--- src/rtl/core/iswc_pkg.sv ---
package iswc_pkg;

    typedef enum logic [2:0] {
        PH_LEAD   = 3'd0,
        PH_DIGITS = 3'd1,
        PH_TRAIL  = 3'd2,
        PH_BAD    = 3'd3
    } phase_t;

    typedef enum logic [1:0] {
        KIND_SHORT  = 2'd0,
        KIND_INT    = 2'd1,
        KIND_LONG   = 2'd2,
        KIND_DOUBLE = 2'd3
    } kind_t;

    localparam logic [15:0] CU_SPACE = 16'h0020;
    localparam logic [15:0] CU_MINUS = 16'h002D;
    localparam logic [15:0] CU_ZERO  = 16'h0030;
    localparam logic [15:0] CU_NINE  = 16'h0039;

    localparam logic [35:0] INT_LIMIT_POS   = 36'd2147483647;
    localparam logic [35:0] INT_LIMIT_NEG   = 36'd2147483648;
    localparam logic [31:0] SHORT_LIMIT_POS = 32'd32767;
    localparam logic [31:0] SHORT_LIMIT_NEG = 32'd32768;

    // Result handed from the scanner to the output buffer.
    typedef struct packed {
        logic  push;
        kind_t kind;
    } scan_res_t;

endpackage

--- src/rtl/core/iswc_scan.sv ---
module iswc_scan (
    input  logic               clk,
    input  logic               rst_n,
    input  logic               take,
    input  logic [15:0]        code_unit,
    input  logic               end_of_text,
    input  logic               no_character,
    output iswc_pkg::scan_res_t res
);
    import iswc_pkg::*;

    phase_t      phase_reg, phase_next;
    logic        minus_reg, minus_next;
    logic [31:0] value_reg, value_next;
    logic        large_reg, large_next;

    logic        is_space;
    logic        is_digit;
    logic [3:0]  digit;
    logic [35:0] prod;
    logic [35:0] limit;
    logic        add;

    assign is_space = (code_unit == CU_SPACE);
    assign is_digit = (code_unit >= CU_ZERO) && (code_unit <= CU_NINE);
    assign digit    = 4'(code_unit - CU_ZERO);
    // value*10 + digit as two shifts and two adds
    assign prod     = ({4'b0, value_reg} << 3) + ({4'b0, value_reg} << 1)
                      + {32'b0, digit};

    always_comb
    begin
        phase_next = phase_reg;
        minus_next = minus_reg;
        add        = 1'b0;
        if (!no_character)
        begin
            unique case (phase_reg)
                PH_LEAD:
                begin
                    if (is_space)
                    begin
                        phase_next = PH_LEAD;
                    end
                    else if (code_unit == CU_MINUS)
                    begin
                        minus_next = 1'b1;
                        phase_next = PH_DIGITS;
                    end
                    else if (is_digit)
                    begin
                        add        = 1'b1;
                        phase_next = PH_DIGITS;
                    end
                    else
                    begin
                        phase_next = PH_BAD;
                    end
                end
                PH_DIGITS:
                begin
                    if (is_digit)
                    begin
                        add = 1'b1;
                    end
                    else if (is_space)
                    begin
                        phase_next = PH_TRAIL;
                    end
                    else
                    begin
                        phase_next = PH_BAD;
                    end
                end
                PH_TRAIL:
                begin
                    if (!is_space)
                    begin
                        phase_next = PH_BAD;
                    end
                end
                default:
                begin
                    phase_next = PH_BAD;
                end
            endcase
        end

        // limit uses the sign as it stands before this digit
        limit      = minus_reg ? INT_LIMIT_NEG : INT_LIMIT_POS;
        value_next = value_reg;
        large_next = large_reg;
        if (add)
        begin
            if (prod > limit)
            begin
                large_next = 1'b1;
            end
            value_next = (prod[35:32] != 4'b0) ? 32'hFFFF_FFFF : prod[31:0];
        end
    end

    always_comb
    begin
        res.push = take && end_of_text;
        if (phase_next != PH_LEAD && phase_next != PH_DIGITS && phase_next != PH_TRAIL)
        begin
            res.kind = KIND_DOUBLE;
        end
        else if (large_next)
        begin
            res.kind = KIND_LONG;
        end
        else if (value_next > (minus_next ? SHORT_LIMIT_NEG : SHORT_LIMIT_POS))
        begin
            res.kind = KIND_INT;
        end
        else
        begin
            res.kind = KIND_SHORT;
        end
    end

    always_ff @(posedge clk or negedge rst_n)
    begin
        if (!rst_n)
        begin
            phase_reg <= PH_LEAD;
            minus_reg <= 1'b0;
            value_reg <= 32'b0;
            large_reg <= 1'b0;
        end
        else if (take)
        begin
            if (end_of_text)
            begin
                phase_reg <= PH_LEAD;
                minus_reg <= 1'b0;
                value_reg <= 32'b0;
                large_reg <= 1'b0;
            end
            else
            begin
                phase_reg <= phase_next;
                minus_reg <= minus_next;
                value_reg <= value_next;
                large_reg <= large_next;
            end
        end
    end

endmodule

--- src/rtl/core/iswc_out_buf.sv ---
module iswc_out_buf (
    input  logic                clk,
    input  logic                rst_n,
    input  iswc_pkg::scan_res_t res,
    output logic                can_take,
    output logic                out_valid,
    input  logic                out_ready,
    output iswc_pkg::kind_t     out_kind
);
    import iswc_pkg::*;

    logic  main_valid_reg, main_valid_next;
    kind_t main_kind_reg, main_kind_next;
    logic  skid_valid_reg, skid_valid_next;
    kind_t skid_kind_reg, skid_kind_next;
    logic  pop;

    assign pop       = main_valid_reg && out_ready;
    assign can_take  = !skid_valid_reg;
    assign out_valid = main_valid_reg;
    assign out_kind  = main_kind_reg;

    always_comb
    begin
        main_valid_next = main_valid_reg;
        main_kind_next  = main_kind_reg;
        skid_valid_next = skid_valid_reg;
        skid_kind_next  = skid_kind_reg;
        if (skid_valid_reg)
        begin
            // no push possible while the skid holds a result
            if (pop)
            begin
                main_kind_next  = skid_kind_reg;
                skid_valid_next = 1'b0;
            end
        end
        else if (res.push)
        begin
            if (main_valid_reg && !pop)
            begin
                skid_valid_next = 1'b1;
                skid_kind_next  = res.kind;
            end
            else
            begin
                main_valid_next = 1'b1;
                main_kind_next  = res.kind;
            end
        end
        else if (pop)
        begin
            main_valid_next = 1'b0;
        end
    end

    always_ff @(posedge clk or negedge rst_n)
    begin
        if (!rst_n)
        begin
            main_valid_reg <= 1'b0;
            skid_valid_reg <= 1'b0;
        end
        else
        begin
            main_valid_reg <= main_valid_next;
            skid_valid_reg <= skid_valid_next;
        end
    end

    always_ff @(posedge clk)
    begin
        main_kind_reg <= main_kind_next;
        skid_kind_reg <= skid_kind_next;
    end

endmodule

--- src/rtl/core/integer_string_width_classifier.sv ---
// Integer string width classifier. Text arrives one UTF-16 code unit per
// transfer on the input channel; the item flagged end_of_text closes the
// text and yields one value_kind (0 short, 1 int, 2 long, 3 double), after
// which the scanner is back in its reset state. Items with no_character set
// carry no code unit; with end_of_text they close the text (alone: empty
// text, short). The block takes one item every clock while in_ready is high;
// the scan state and the saturating value*10+digit accumulator update at the
// transfer. The result goes to a two-entry output buffer (result register,
// or skid when that holds a waiting result), so input continues while a
// result waits; in_ready drops only when both entries are full.
module integer_string_width_classifier (
    input  logic        clk,
    input  logic        rst_n,
    // input channel
    input  logic        in_valid,
    output logic        in_ready,
    input  logic [15:0] code_unit,
    input  logic        end_of_text,
    input  logic        no_character,
    // result channel
    output logic        out_valid,
    input  logic        out_ready,
    output logic [1:0]  value_kind
);
    import iswc_pkg::*;

    scan_res_t res;
    kind_t     kind;
    logic      take;

    // a transfer on the input channel
    assign take = in_valid && in_ready;

    // leading spaces, minus, digits, trailing spaces; accumulator and flag
    iswc_scan u_scan (
        .clk          (clk),
        .rst_n        (rst_n),
        .take         (take),
        .code_unit    (code_unit),
        .end_of_text  (end_of_text),
        .no_character (no_character),
        .res          (res)
    );

    // result register with skid entry
    iswc_out_buf u_out (
        .clk       (clk),
        .rst_n     (rst_n),
        .res       (res),
        .can_take  (in_ready),
        .out_valid (out_valid),
        .out_ready (out_ready),
        .out_kind  (kind)
    );

    assign value_kind = 2'(kind);

endmodule

--- config.mk ---
export PLATFORM = sky130hd
export DESIGN_NAME = integer_string_width_classifier
export DESIGN_NICKNAME = d
export VERILOG_FILES = /design/src/rtl/core/iswc_pkg.sv /design/src/rtl/core/iswc_scan.sv /design/src/rtl/core/iswc_out_buf.sv /design/src/rtl/core/integer_string_width_classifier.sv
export SDC_FILE = /design/constraint.sdc
export NUM_CORES = 1
export LEC_CHECK = 0
export ABC_AREA = 1
export ABC_CLOCK_PERIOD_IN_PS = 5400
export BUFFER_PORTS_ARGS = -buffer_cell sky130_fd_sc_hd__buf_2
export CORE_AREA = 2 2 129 99
export DETAILED_ROUTE_END_ITERATION = 10
export DIE_AREA = 0 0 131 101
export GPL_TIMING_DRIVEN = 0
export PLACE_DENSITY = 0.82
export SYNTH_ARGS = -nofsm -noshare
export SYNTH_HDL_FRONTEND = slang
export SYNTH_SLANG_ARGS = --single-unit
--- constraint.sdc ---
create_clock -name clk -period 5.4 [get_ports clk]
set_clock_uncertainty 0.2 [all_clocks]
set_input_delay 1.62 -clock clk [delete_from_list [all_inputs] [get_ports clk]]
set_output_delay 1.62 -clock clk [all_outputs]
set_load 0.02 [all_outputs]
==> results <==
- After clock tree synthesis, the clock-pin slew on the worst setup and hold paths is 0.07 ns.
- The number of buffers between clock root and the deepest sink is 2.
- Setup repair after global routing could not meet its margin everywhere.
- The post-DP HPWL is 14200 µm.
- The fill cell instance count of the final layout is 1085.
- The synthesized design spends more area on one cell type than any other, namely sky130_fd_sc_hd__ha_1.
- The library cell contributing the largest single delay on the critical path is sky130_fd_sc_hd__fa_1.
- The maximum ir drop on the vdd rail is 0.259 mV.
- The global routing stage identified its most utilized layer as met2.
- The number of max-cap violations is 0.
- The final count of negative-setup-slack endpoints is 2.
- The first-pass detailed-route iteration total is 6.
- In the layout the commonest cells are 300 x sky130_fd_sc_hd__nand2_1, 175 x sky130_fd_sc_hd__inv_1, 102 x sky130_fd_sc_hd__ha_1, 87 x sky130_fd_sc_hd__nor2_1, 40 x sky130_fd_sc_hd__nand3_1.
- CTS built an H-tree with a depth of 2.
- The delay contributed by the slowest stage of the critical path is 0.49 ns.
- The remaining global-route overflow is 0.
- TritonCTS created 5 clock buffers.
- Following the worst setup path forward leads to its endpoint at u_out.out_kind[0].
- In this run the power density over the cells is 117 nW/µm².
- For the worst flop-to-flop path, the logic depth is 35.
- The number of library cell types mapped by synthesis is 48.
- At the worst endpoint, the required time is 5.25 ns.
- The number of remaining DRC errors is 0.
- Buffers inserted to repair hold after CTS numbered 0.
- The average size of a mapped cell is 6.31 µm².
- The peak fanout along the critical path is 6.
- The critical path endpoint category is a register.
- The shortest period the worst path allows is 5.91 ns.
- The cell area after placement is 6840 µm².
- The fraction of registers with async set/reset is 90.7%.
- The count of vias placed by the detailed router is 6768.
- The first global-routing pass estimated 30300 µm of wire.
- The detailed-route vias per instance is 5.41.
- The clock network latency to the later pin of the worst-skew pair is 0.30 ns.
- The peak clock frequency supported by timing is 169 MHz.
- The category of the most critical setup path is input pin to register.
- The max-slew violation total from the final report was 0.
- The post-route total power is 884 µW.
- The number of register bits inferred by synthesis is 43.
- After detailed routing, the average wire length per cell comes to 14.9 µm.
- For this design the static power due to leakage is 4.63 nW.
- The run finished, with violations left.
- The register with the most flip-flops in the layout has 32 of them.
- The floorplan step defined a die boundary enclosing 13200 µm².
- The arrival time at the worst endpoint is 5.76 ns.
- The starting DRC count in detailed routing is 555.
- The final reports fail on negative setup slack.
- In the global route stage, met3 resource usage came out at 3.13%.
- For this configuration, the core starts out at a cell density of 53.7%.
- The number of global-route vias before repair is 6407.
- Counting stages on the worst path, the most repeated cell is sky130_fd_sc_hd__nand2_1.
- The launching element type of the critical path is an input pin.
- The startpoint of the tightest hold check path is u_out.skid_kind_reg[0].
- For the pin with the worst max-slew slack, the measured transition is 1.28 ns.
- Counting every instance in the synthesized netlist gives 1025.
- For this run, the total global-route usage over all layers was measured as 28.9%.
- Of the cells placed in the final design, the portion with a size suffix greater than 1 is 17.2%.
- Relative to the synthesized area, the layout overhead comes to 17.3%.
- Sequential elements use 16.9% of the synthesized area.
- The post-route standard cell area excluding fillers is 7590 µm².
- The number of warning messages in the yosys log is 0.
- The post-synthesis instance area is 6470 µm².
- The pin count of the biggest net entering global routing is 40.
- For this run, the leading register cell type out of synthesis is sky130_fd_sc_hd__dfrtp_1.
- The core outline area is 12000 µm².
- The final count of hold timing violations is 0.
- The headroom to the max-slew limit is 14.5%.
- The global routing usage on met1 is 42.8%.
- In this run the remaining antenna-violating nets after routing total 0.
- The net count of the finished layout is 1218.
- Yosys attributes the largest share of cell area to sky130_fd_sc_hd__ha_1 21%, sky130_fd_sc_hd__nand2_1 18%, sky130_fd_sc_hd__dfrtp_1 15%, sky130_fd_sc_hd__inv_1 10%, sky130_fd_sc_hd__nor2_1 5.0%.
- The area share of the leading cell type in the synthesized netlist is 21.5%.
- Routability-driven placement finished with a final weighted congestion of 0.973.
- The x dimension of the die is 131 µm.
- The endpoint identified for the worst register-to-register timing path is u_out.out_kind[0].
- The critical path starts at code_unit[3].
- Hold is met by 0.340 ns.
- The boundary pin count is 26.
- The die is 101 µm tall.
- The number of synthesized flops with an enable pin is 4.
- The final period utilization is 109%.
- Setup slack on the critical path of the routed design comes to -0.510 ns.
- The setup check on the worst reg-to-reg path leaves a slack of 0.38 ns.
- The launch point of the worst reg-to-reg path is u_scan.value_reg[2].
- The tree built by TritonCTS fans out to 43 sinks.
- Leaving out fill and tap cells, the most frequent cell in the layout is sky130_fd_sc_hd__nand2_1.
- The number of antenna violations at the first check in global routing came to 0.
- The cell chosen for the clock root is sky130_fd_sc_hd__clkbuf_16.
- The count of antenna diodes in the layout is 0.
- When the netlist entered floorplanning its net count stood at 1160.
- Wires add up to 18700 µm.
- Buffers placed on the I/O ports in this run total 25.
- After floorplanning, the core was divided into 35 placement rows.
- The type of the tightest min-delay check is register to register.
- In the global route stage, met2 resource usage came out at 45.8%.
- The TritonCTS clock tree is yes.
[where the power goes]
group	switching (mW)	internal, mW	total [mW]	leakage (nW)
logic	0.138	0.0591	0.197	3.99
clock network	0.151	0.174	0.325	0.0664
registers	0.00905	0.353	0.362	0.578
[synthesized netlist by cell type (9+ instances only)]
cell and instances:
sky130_fd_sc_hd__xor2_1 14, sky130_fd_sc_hd__clkbuf_1 9, sky130_fd_sc_hd__nor3_1 11, sky130_fd_sc_hd__ha_1 111
sky130_fd_sc_hd__o21ai_0 16, sky130_fd_sc_hd__nor2_1 87, sky130_fd_sc_hd__nand2_1 316, sky130_fd_sc_hd__nand4_1 12
sky130_fd_sc_hd__o21ai_1 9, sky130_fd_sc_hd__nand3_1 43, sky130_fd_sc_hd__a21oi_1 36, sky130_fd_sc_hd__dfrtp_1 39
sky130_fd_sc_hd__a21oi_2 9, sky130_fd_sc_hd__inv_2 13, sky130_fd_sc_hd__o22ai_1 36, sky130_fd_sc_hd__nand2_2 24
sky130_fd_sc_hd__inv_1 180
[through the flow]
stage | TNS (ns) | setup slack (ns) | cells | util (%)
floorplan | -0.462 | -0.274 | 1025 | -
global placement | -2.91 | -1.11 | 1216 | 56.8
detailed placement | -3.23 | -1.15 | 1216 | 56.8
CTS | -0.971 | -0.534 | 1238 | 60.7
global route | -1.54 | -0.712 | 1250 | 63.0
finish | -0.920 | -0.510 | 1250 | 63.0
[per-layer routing]
metal  part of all wire, %  wire (µm)
met4                   1.1        205
met3                   7.9       1470
met5                     0          0
met1                    47       8850
met2                    44       8140
[cells by family after synthesis]
logic type	count (synthesis)	share of synthesized area, %
AOI/OAI and AO/OA	124	11.6
and+or+nand+nor	520	34.8
xor gates and xnor gates	15	2.03
adders and majority gates	113	22.1
DFF	43	16.9
buffers and inverters	210	12.5
[area by class of cell]
| type | count | area [µm²] | share of cell area [%] |
|---|---|---|---|
| Clock inverter | 3 | 23.8 | 0.313 |
| Clock buffer | 5 | 125 | 1.65 |
| Timing Repair Buffer | 51 | 354 | 4.67 |
| Inverter | 196 | 743 | 9.80 |
| Tap cell | 166 | 208 | 2.74 |
| Buffer | 14 | 88.8 | 1.17 |
| Multi-Input combinational cell | 772 | 4950 | 65.2 |
| Sequential cell | 43 | 1100 | 14.4 |
[how the worst min path moves through the flow]
stage                                   end  depth (start not counted)  slack [ns]
after floorplan           u_out.out_kind[0]                          2        0.29
after global placement    u_out.out_kind[0]                          2        0.30
after detailed placement  u_out.out_kind[0]                          2        0.33
after CTS                 u_out.out_kind[0]                          2        0.34
after global routing       u_scan.large_reg                          2        0.37
final                     u_out.out_kind[0]                          2        0.34
[critical path: cells and delay by family]
kind | cells | cell delay, ns
AOI/OAI and AO/OA | 3 | 0.43
adders and majority gates | 3 | 1.14
buffers and inverters | 6 | 0.62
and+or+nand+nor | 24 | 1.93
[what timing repair did]
| item | in CTS | in global routing |
|---|---|---|
| endpoints found under the setup margin | 4 | 5 |
| pin swaps | 23 | 26 |
| buffers inserted | 13 | 12 |
| cloned | 1 | 0 |
| gates resized for setup | 40 | 43 |
Note: power is estimated with default switching activity, not from simulation.
